`src/hdl/sqt_pkg.sv`:
```
package sqt_pkg;

  // Count of kept characters, wide enough for a full store of 64.
  localparam int unsigned CNT_W  = 7;
  localparam int unsigned SIDE_W = 4;
  localparam int unsigned POS_W  = 3;
  localparam int unsigned CHAR_W = 8;

  // One classified input byte on its way from the front to the back.
  typedef struct packed {
    logic [CHAR_W-1:0] ch;
    logic              keep;
    logic              last;
  } sqt_item_t;

  // Everything a result carries besides the character itself.
  typedef struct packed {
    logic [SIDE_W-1:0] side;
    logic              gend;
    logic              last;
    logic              empty;
    logic              ovf;
  } sqt_meta_t;

  function automatic sqt_item_t sqt_classify(logic [CHAR_W-1:0] raw, logic last);
    sqt_item_t         it;
    logic [CHAR_W-1:0] c;
    c = raw;
    if (raw >= 8'h41 && raw <= 8'h5A) begin
      c = raw + 8'h20;
    end
    it.ch   = c;
    it.keep = (c >= 8'h61 && c <= 8'h7A) || (c >= 8'h30 && c <= 8'h39);
    it.last = last;
    return it;
  endfunction

endpackage

```
`src/hdl/sqt_ram.sv`:
```
module sqt_ram #(
  parameter int unsigned WIDTH = 8,
  parameter int unsigned DEPTH = 64
) (
  input  logic                     clk_i,
  input  logic                     we_i,
  input  logic [$clog2(DEPTH)-1:0] waddr_i,
  input  logic [WIDTH-1:0]         wdata_i,
  input  logic                     re_i,
  input  logic [$clog2(DEPTH)-1:0] raddr_i,
  output logic [WIDTH-1:0]         rdata_o
);

  logic [WIDTH-1:0] mem_q [DEPTH];
  logic [WIDTH-1:0] rdata_q;

  always_ff @(posedge clk_i) begin
    if (we_i) begin
      mem_q[waddr_i] <= wdata_i;
    end
    if (re_i) begin
      rdata_q <= mem_q[raddr_i];
    end
  end

  assign rdata_o = rdata_q;

endmodule

```
`src/hdl/sqt_front.sv`:
```
module sqt_front
  import sqt_pkg::*;
(
  input  logic              in_valid_i,
  output logic              in_ready_o,
  input  logic [7:0]        in_char_i,
  input  logic              is_last_i,
  input  logic              full_i,
  output logic              push_o,
  output sqt_item_t         item_o
);

  assign in_ready_o = !full_i;
  assign push_o     = in_valid_i && !full_i;
  assign item_o     = sqt_classify(in_char_i, is_last_i);

endmodule

```
`src/hdl/sqt_fifo.sv`:
```
module sqt_fifo
  import sqt_pkg::*;
(
  input  logic      clk_i,
  input  logic      rst_ni,
  input  logic      push_i,
  input  sqt_item_t item_i,
  output logic      full_o,
  input  logic      pop_i,
  output logic      empty_o,
  output sqt_item_t item_o
);

  sqt_item_t  slot_q [2];
  logic       wr_q, wr_d;
  logic       rd_q, rd_d;
  logic [1:0] cnt_q, cnt_d;

  assign full_o  = cnt_q == 2'd2;
  assign empty_o = cnt_q == 2'd0;
  assign item_o  = slot_q[rd_q];

  always_comb begin
    wr_d  = push_i ? !wr_q : wr_q;
    rd_d  = pop_i ? !rd_q : rd_q;
    cnt_d = cnt_q + {1'b0, push_i} - {1'b0, pop_i};
  end

  always_ff @(posedge clk_i or negedge rst_ni) begin
    if (!rst_ni) begin
      wr_q  <= 1'b0;
      rd_q  <= 1'b0;
      cnt_q <= 2'd0;
    end else begin
      wr_q  <= wr_d;
      rd_q  <= rd_d;
      cnt_q <= cnt_d;
    end
  end

  always_ff @(posedge clk_i) begin
    if (push_i) begin
      slot_q[wr_q] <= item_i;
    end
  end

endmodule

```
`src/hdl/sqt_back.sv`:
```
module sqt_back
  import sqt_pkg::*;
#(
  parameter int unsigned STORE_DEPTH = 64
) (
  input  logic              clk_i,
  input  logic              rst_ni,
  input  logic              order_i,
  input  logic              empty_i,
  input  sqt_item_t         item_i,
  output logic              pop_o,
  output logic              out_valid_o,
  input  logic              out_ready_i,
  output logic [CHAR_W-1:0] out_char_o,
  output sqt_meta_t         meta_o
);

  localparam int unsigned AW = $clog2(STORE_DEPTH);

  localparam logic [1:0] ST_IDLE = 2'd0;
  localparam logic [1:0] ST_SIDE = 2'd1;
  localparam logic [1:0] ST_SCAN = 2'd2;

  logic [1:0]        state_q, state_d;
  logic [CNT_W-1:0]  fill_q, fill_d;
  logic              ovf_q, ovf_d;
  logic [SIDE_W-1:0] side_q, side_d;
  logic [POS_W-1:0]  a_q, a_d;
  logic [POS_W-1:0]  b_q, b_d;
  logic [CNT_W-1:0]  k_q, k_d;
  logic              erun_q, erun_d;
  logic              pend_q, pend_d;
  sqt_meta_t         pmeta_q, pmeta_d;
  logic              oval_q, oval_d;
  logic [CHAR_W-1:0] ochar_q;
  sqt_meta_t         ometa_q;

  logic              we;
  logic              re;
  logic [CHAR_W-1:0] rdata;
  logic [CNT_W-1:0]  idx;
  logic [7:0]        sq;
  logic [SIDE_W-1:0] side_m1;
  logic              load_now;
  logic              issue_ok;
  logic              valid_pos;
  logic              done;
  logic              fin;
  logic              gend;

  assign side_m1 = side_q - 4'd1;
  assign sq      = {4'd0, side_q} * {4'd0, side_q};

  // Cipher order walks a column at a time, plain order a row at a time.
  always_comb begin
    if (order_i) begin
      idx = CNT_W'({4'd0, a_q} * {3'd0, side_q}) + CNT_W'(b_q);
    end else begin
      idx = CNT_W'({4'd0, b_q} * {3'd0, side_q}) + CNT_W'(a_q);
    end
  end

  assign valid_pos = erun_q || (idx < fill_q);
  assign done      = erun_q || ({1'b0, a_q} == side_m1 && {1'b0, b_q} == side_m1);
  assign fin       = erun_q || (k_q + 7'd1 == fill_q);

  always_comb begin
    if (order_i) begin
      gend = ({1'b0, b_q} == side_m1) && !fin;
    end else begin
      gend = (idx + CNT_W'(side_q) >= fill_q) && !fin;
    end
  end

  // The RAM holds its read data until the next read, so a fetched
  // character waits there until the output register is free.
  assign load_now = pend_q && (!oval_q || out_ready_i);
  assign issue_ok = !pend_q || load_now;
  assign re       = (state_q == ST_SCAN) && valid_pos && issue_ok;
  assign pop_o    = (state_q == ST_IDLE) && !empty_i;
  assign we       = pop_o && item_i.keep && (fill_q < CNT_W'(STORE_DEPTH));

  always_comb begin
    state_d = state_q;
    fill_d  = fill_q;
    ovf_d   = ovf_q;
    side_d  = side_q;
    a_d     = a_q;
    b_d     = b_q;
    k_d     = k_q;
    erun_d  = erun_q;
    unique case (state_q)
      ST_IDLE: begin
        if (pop_o) begin
          if (we) begin
            fill_d = fill_q + 7'd1;
          end else if (item_i.keep) begin
            ovf_d = 1'b1;
          end
          if (item_i.last) begin
            state_d = ST_SIDE;
            side_d  = '0;
          end
        end
      end
      ST_SIDE: begin
        if ({1'b0, sq} < {1'b0, fill_q}) begin
          side_d = side_q + 4'd1;
        end else begin
          state_d = ST_SCAN;
          a_d     = '0;
          b_d     = '0;
          k_d     = '0;
          erun_d  = fill_q == '0;
        end
      end
      ST_SCAN: begin
        if (!valid_pos || issue_ok) begin
          if (re) begin
            k_d = k_q + 7'd1;
          end
          if (done) begin
            state_d = ST_IDLE;
            fill_d  = '0;
            ovf_d   = 1'b0;
          end else if ({1'b0, b_q} == side_m1) begin
            b_d = '0;
            a_d = a_q + 3'd1;
          end else begin
            b_d = b_q + 3'd1;
          end
        end
      end
      default: begin
        state_d = ST_IDLE;
      end
    endcase
  end

  always_comb begin
    pend_d = re ? 1'b1 : (load_now ? 1'b0 : pend_q);
    oval_d = load_now ? 1'b1 : (out_ready_i ? 1'b0 : oval_q);
    pmeta_d = pmeta_q;
    if (re) begin
      pmeta_d.side  = side_q;
      pmeta_d.gend  = gend && !erun_q;
      pmeta_d.last  = fin;
      pmeta_d.empty = erun_q;
      pmeta_d.ovf   = ovf_q;
    end
  end

  always_ff @(posedge clk_i or negedge rst_ni) begin
    if (!rst_ni) begin
      state_q <= ST_IDLE;
      fill_q  <= '0;
      ovf_q   <= 1'b0;
      side_q  <= '0;
      a_q     <= '0;
      b_q     <= '0;
      k_q     <= '0;
      erun_q  <= 1'b0;
      pend_q  <= 1'b0;
      oval_q  <= 1'b0;
    end else begin
      state_q <= state_d;
      fill_q  <= fill_d;
      ovf_q   <= ovf_d;
      side_q  <= side_d;
      a_q     <= a_d;
      b_q     <= b_d;
      k_q     <= k_d;
      erun_q  <= erun_d;
      pend_q  <= pend_d;
      oval_q  <= oval_d;
    end
  end

  always_ff @(posedge clk_i) begin
    pmeta_q <= pmeta_d;
    if (load_now) begin
      ochar_q <= pmeta_q.empty ? '0 : rdata;
      ometa_q <= pmeta_q;
    end
  end

  sqt_ram #(
    .WIDTH(CHAR_W),
    .DEPTH(STORE_DEPTH)
  ) u_store (
    .clk_i  (clk_i),
    .we_i   (we),
    .waddr_i(fill_q[AW-1:0]),
    .wdata_i(item_i.ch),
    .re_i   (re),
    .raddr_i(idx[AW-1:0]),
    .rdata_o(rdata)
  );

  assign out_valid_o = oval_q;
  assign out_char_o  = ochar_q;
  assign meta_o      = ometa_q;

endmodule

```
`src/hdl/square_transposition_cipher.sv`:
```
// Channel   Handshake                   Payload
// input     in_valid_i / in_ready_o     in_char_i, is_last_i
// output    out_valid_o / out_ready_i   out_char_o, square_side_o, group_end_o,
//                                       run_last_o, is_empty_o, overflowed_o
// config    cfg_valid_i / cfg_ready_o   cfg_data_i (output order)
//
// Input bytes are taken one a cycle while the two-entry queue has room, and
// kept bytes are stored one a cycle while the back end is collecting. A last
// byte starts a search for the side, then a walk over all side*side square
// positions through the store's single read port, positions past the count
// giving no result. Reset clears the control state only; the store needs no
// clearing. A stalled output holds the walk; the queue then holds the input.
module square_transposition_cipher
  import sqt_pkg::*;
#(
  parameter int unsigned STORE_DEPTH = 64
) (
  input  logic       clk_i,
  input  logic       rst_ni,
  input  logic       in_valid_i,
  output logic       in_ready_o,
  input  logic [7:0] in_char_i,
  input  logic       is_last_i,
  output logic       out_valid_o,
  input  logic       out_ready_i,
  output logic [7:0] out_char_o,
  output logic [3:0] square_side_o,
  output logic       group_end_o,
  output logic       run_last_o,
  output logic       is_empty_o,
  output logic       overflowed_o,
  input  logic       cfg_valid_i,
  output logic       cfg_ready_o,
  input  logic       cfg_data_i
);

  logic      order_q;
  logic      full;
  logic      push;
  logic      pop;
  logic      empty;
  sqt_item_t fin_item;
  sqt_item_t fout_item;
  sqt_meta_t meta;

  assign cfg_ready_o = 1'b1;

  always_ff @(posedge clk_i or negedge rst_ni) begin
    if (!rst_ni) begin
      order_q <= 1'b0;
    end else if (cfg_valid_i) begin
      order_q <= cfg_data_i;
    end
  end

  sqt_front u_front (
    .in_valid_i(in_valid_i),
    .in_ready_o(in_ready_o),
    .in_char_i (in_char_i),
    .is_last_i (is_last_i),
    .full_i    (full),
    .push_o    (push),
    .item_o    (fin_item)
  );

  sqt_fifo u_fifo (
    .clk_i  (clk_i),
    .rst_ni (rst_ni),
    .push_i (push),
    .item_i (fin_item),
    .full_o (full),
    .pop_i  (pop),
    .empty_o(empty),
    .item_o (fout_item)
  );

  sqt_back #(
    .STORE_DEPTH(STORE_DEPTH)
  ) u_back (
    .clk_i      (clk_i),
    .rst_ni     (rst_ni),
    .order_i    (order_q),
    .empty_i    (empty),
    .item_i     (fout_item),
    .pop_o      (pop),
    .out_valid_o(out_valid_o),
    .out_ready_i(out_ready_i),
    .out_char_o (out_char_o),
    .meta_o     (meta)
  );

  assign square_side_o = meta.side;
  assign group_end_o   = meta.gend;
  assign run_last_o    = meta.last;
  assign is_empty_o    = meta.empty;
  assign overflowed_o  = meta.ovf;

`ifndef NO_ASSERTIONS
  a_empty_alone: assert property (@(posedge clk_i) disable iff (!rst_ni)
    out_valid_o && is_empty_o |-> run_last_o && square_side_o == 4'd0 && !group_end_o)
    else $error("empty result must be a lone final result with no side");

  a_no_gap_at_end: assert property (@(posedge clk_i) disable iff (!rst_ni)
    out_valid_o && run_last_o |-> !group_end_o)
    else $error("final result must not mark a group end");

  a_side_present: assert property (@(posedge clk_i) disable iff (!rst_ni)
    out_valid_o && !is_empty_o |-> square_side_o != 4'd0 && square_side_o <= 4'd8)
    else $error("non-empty result must carry a side from one to eight");
`endif

endmodule

```
`config.mk`:
```
export PLATFORM = sky130hd
export DESIGN_NAME = square_transposition_cipher
export DESIGN_NICKNAME = d
export VERILOG_FILES = /design/src/hdl/sqt_pkg.sv /design/src/hdl/sqt_ram.sv /design/src/hdl/sqt_front.sv /design/src/hdl/sqt_fifo.sv /design/src/hdl/sqt_back.sv /design/src/hdl/square_transposition_cipher.sv
export SDC_FILE = /design/constraint.sdc
export NUM_CORES = 1
export LEC_CHECK = 0
export BUFFER_PORTS_ARGS = -buffer_cell sky130_fd_sc_hd__buf_2
export CAP_MARGIN = 5
export CORE_MARGIN = 5
export CORE_UTILIZATION = 55
export DETAILED_ROUTE_END_ITERATION = 12
export PLACE_DENSITY = 0.71
export SYNTH_ARGS = -nofsm -noshare
export SYNTH_HDL_FRONTEND = slang
export SYNTH_HIERARCHICAL = 1
export SYNTH_SLANG_ARGS = --single-unit
```
`constraint.sdc`:
```
create_clock -name clk_i -period 14.6 [get_ports clk_i]
set_input_delay 2.92 -clock clk_i [delete_from_list [all_inputs] [get_ports clk_i]]
set_output_delay 2.92 -clock clk_i [all_outputs]
set_load 0.05 [all_outputs]
```
==> results.toml <==
[worst_setup_path]
critical_path.max_stage_delay_ps = 710
path_buf_inv = 3
cp-start-kind = "flop"
crit_type = "reg -> reg"
crit_fanout = 19
crit_top_cell = "fa_1"
critPathArrivalTime_ps = 6570
slowest_stage = "dfrtp_1"
crit_family = "adder cells"
cp_num_cells = 18
critPathCaptureType = "flop"
cp_data_required_time_ps = 15090
rrSetupSlack_ps = 8530
crit_chain = "nand2_1 -> fa_1 -> inv_1 -> fa_1 -> fa_1 -> a21o_1 -> a21oi_1 -> xnor2_1 -> mux2i_1 -> inv_1 -> ha_1 -> nand3b_1 -> o22ai_1 -> or2_2 -> nor3_4 -> buf_4 -> o21ai_0 -> a211o_1"
rr_endpoint = "u_back/k_q[2]"
reg2regPathDepth = 18
reg2reg_from = "u_back/side_q[2]"

[clock_tree]
cts_tree = "done"
cts_buffers = 58
cts_root_buffer = "clkbuf_16"
cts_setup_buffers = 0
clock_sinks = 599
ctsHoldBuffers = 0
clockBufferDepth = 3
cts.repair.resized = 0
clk_latency_ps = 610
clk_pin_slew_ps = 60
htreeDepth = 2

[placed_design]
routabilityCongestion = 0.846
preCtsSetupSlack_ps = 8490
io_buffers = 32
post-dp-hpwl_um = 33400

[floorplan]
die_h_um = 227
dieWidth_um = 227
boundaryPins = 34
die_area_um2 = 51300
core_um2 = 46500
rows = 79
start_util = 0.555

[finish]
fin_nets = 1570
area_growth_pct = 10.4
drive_gt1_frac = 0.196
diodes = 0

[worst_hold_path]
whs_path_depth = 0
hold_end = "u_back/meta_o[5]"
hold_start = "u_back/pmeta_q[5]"
hold_class = "reg -> reg"

[sta]
fin_crit_sh = 0.416
fin_ws_ps = 8530
finalHoldViolCount = 0
worst-slew-pin-transition_ps = 1100
tns_ps = 0
maxSlewViolCount = 0
relSlewSlack = 0.265
rsz0062_at_grt = "false"
max_freq_ghz = 0.165
finClkSkew_ps = 14.1
hold_slack_ps = 418
period_needed_ps = 6070
final-setup-viol-count = 0

[synth]
yosys.area.top_type = "edfxtp_1"
synth_edf_count = 564
async_reset_ff_frac = 0.0584
synth_most_common_cell = "edfxtp_1"
ys_seq_area_frac = 0.691
synth_area_per_cell_um2 = 17.8
synth_nets = 1535
yosysTopAreaCellShare = 0.657
synthDistinctLibCells = 81
synth_cells = 1448
yosys_warnings = 6
synth-seq-cells = 599
synth_top_cells_by_area = "edfxtp_1 (66%), mux4_2 (11%), dfrtp_1 (3.4%)"
syn_area_um2 = 25800
synth_commonest_cells = "edfxtp_1 (564), mux4_2 (126), nor2_1 (104)"
ys.flop_type = "edfxtp_1"

[power]
p_comb_frac = 0.161
power_frac_seq = 0.469
leakage_nw = 9.68
ir_drop_mv = 0.108
cellPowerDensity_nw_per_um2 = 151
p_int_mw = 3.24
p_sw_frac = 0.247
clkPwrFrac = 0.370
switchingPower_mw = 1.06

[grt]
antenna_found_initial = 0
grt_overflow = 0
grt_max_degree = 87
grt_pass1_wl_um = 84500
grt_usage = 0.219
grt_pass1_vias = 13682

[routing]
ant_nets = 0
routed_wl_um = 55000
firstDrtPassIters = 5
drt_iter0_drc = 1434
drc = 0
vias = 13479
via_per_inst = 6.30
wl_per_cell_um = 25.7

[run]
maxCapViolations = 0

[outcome]
status = "completed"
worst reg2reg max path: stages (launching register included):
cell and delay, ps:
dfrtp_1 710, nand2_1 160, fa_1 510, inv_1 50, fa_1 500, fa_1 480
a21o_1 190, a21oi_1 180, xnor2_1 80, mux2i_1 290, inv_1 380, ha_1 410
nand3b_1 90, o22ai_1 140, or2_2 370, nor3_4 450, buf_4 360, o21ai_0 220
a211o_1 380
how the worst max path moves through the flow:
stage / slack, ps / end / from
after floorplan: 9410 / u_back/k_q[6] / u_back/side_q[1]
after global placement: 8680 / u_back/k_q[5] / u_back/side_q[2]
after detailed placement: 8490 / u_back/k_q[2] / u_back/side_q[2]
after CTS: 8490 / u_back/k_q[2] / u_back/side_q[2]
after global routing: 8130 / u_back/k_q[2] / u_back/side_q[2]
final: 8530 / u_back/k_q[2] / u_back/side_q[2]
per-layer routing:
metal	up-vias	global-route usage	part of all wire
met5	-	0	0
li1	5852	-	-
met3	90	0.0400	0.072
met4	0	0.0609	0.025
met1	7001	0.314	0.41
met2	536	0.354	0.49
kinds of logic after synthesis:
group | count (synthesis) | synth area share
other | 1 | 0.000145
muxes | 187 | 0.137
buffers and inverters | 101 | 0.0210
DFF | 599 | 0.691
and+or+nand+nor | 306 | 0.0589
adders and majority gates | 72 | 0.0376
xor gates and xnor gates | 31 | 0.0116
AOI/OAI and AO/OA | 151 | 0.0433
cell usage in the layout, fill, tap and decap left out, drive strengths merged, types with 5 or more instances in the layout:
| cell | count |
|---|---|
| nand3b | 5 |
| o221ai | 10 |
| mux2i | 31 |
| a31oi | 6 |
| mux2 | 30 |
| bufinv | 12 |
| inv | 35 |
| dfrtp | 35 |
| nand2 | 51 |
| nor3 | 15 |
| ha | 63 |
| mux4 | 126 |
| and2 | 23 |
| clkbuf | 74 |
| o22ai | 9 |
| fa | 9 |
| edfxtp | 564 |
| clkinv | 18 |
| nor2 | 105 |
| a221oi | 7 |
| a211oi | 7 |
| nand2b | 17 |
| buf | 42 |
| a21o | 9 |
| a21oi | 20 |
| o21ai | 28 |
| nor2b | 34 |
| xor2 | 12 |
| xnor2 | 17 |
| nand3 | 30 |
through the flow:
step / util / area (um2) / instances / power [mW]
finish: 0.613 / 28500 / 2138 / 4.30
global route: 0.613 / 28500 / 2138 / 4.46
CTS: 0.613 / 28500 / 2138 / 4.34
detailed placement: 0.568 / 26400 / 2030 / 2.75
global placement: 0.568 / 26400 / 2030 / 2.74
floorplan: - / 25800 / 1448 / 2.57
sequential cells by signal (all words and copies together), names as in the netlist, 4 cells and up:
register and flops:
u_back/meta_o 8, u_back/side_q 4, u_fifo/slot_q 20, u_back/u_store/mem_q 512, u_back/k_q 7, u_back/out_char_o 8
u_back/u_store/rdata_o 8, u_back/pmeta_q 8, u_back/fill_q 7
cell type report:
type / instances / area (um2)
inverter: 34 / 135
multi-input combinational: 748 / 7460
fill: 3313 / 18000
clock buffer: 74 / 1550
sequential: 599 / 17800
timing repair buffer: 42 / 235
tap: 607 / 759
clock inverter: 34 / 504
power groups by stage:
stage	clock (mW)	combinational, mW	sequential [mW]
6_report	1.59	0.695	2.02
3_5_place_dp	0	0.700	2.05
2_1_floorplan	0	0.516	2.06
5_1_grt	1.69	0.750	2.02
3_3_place_gp	0	0.684	2.05
4_1_cts	1.62	0.704	2.02
(Power assumes the default switching activity.)
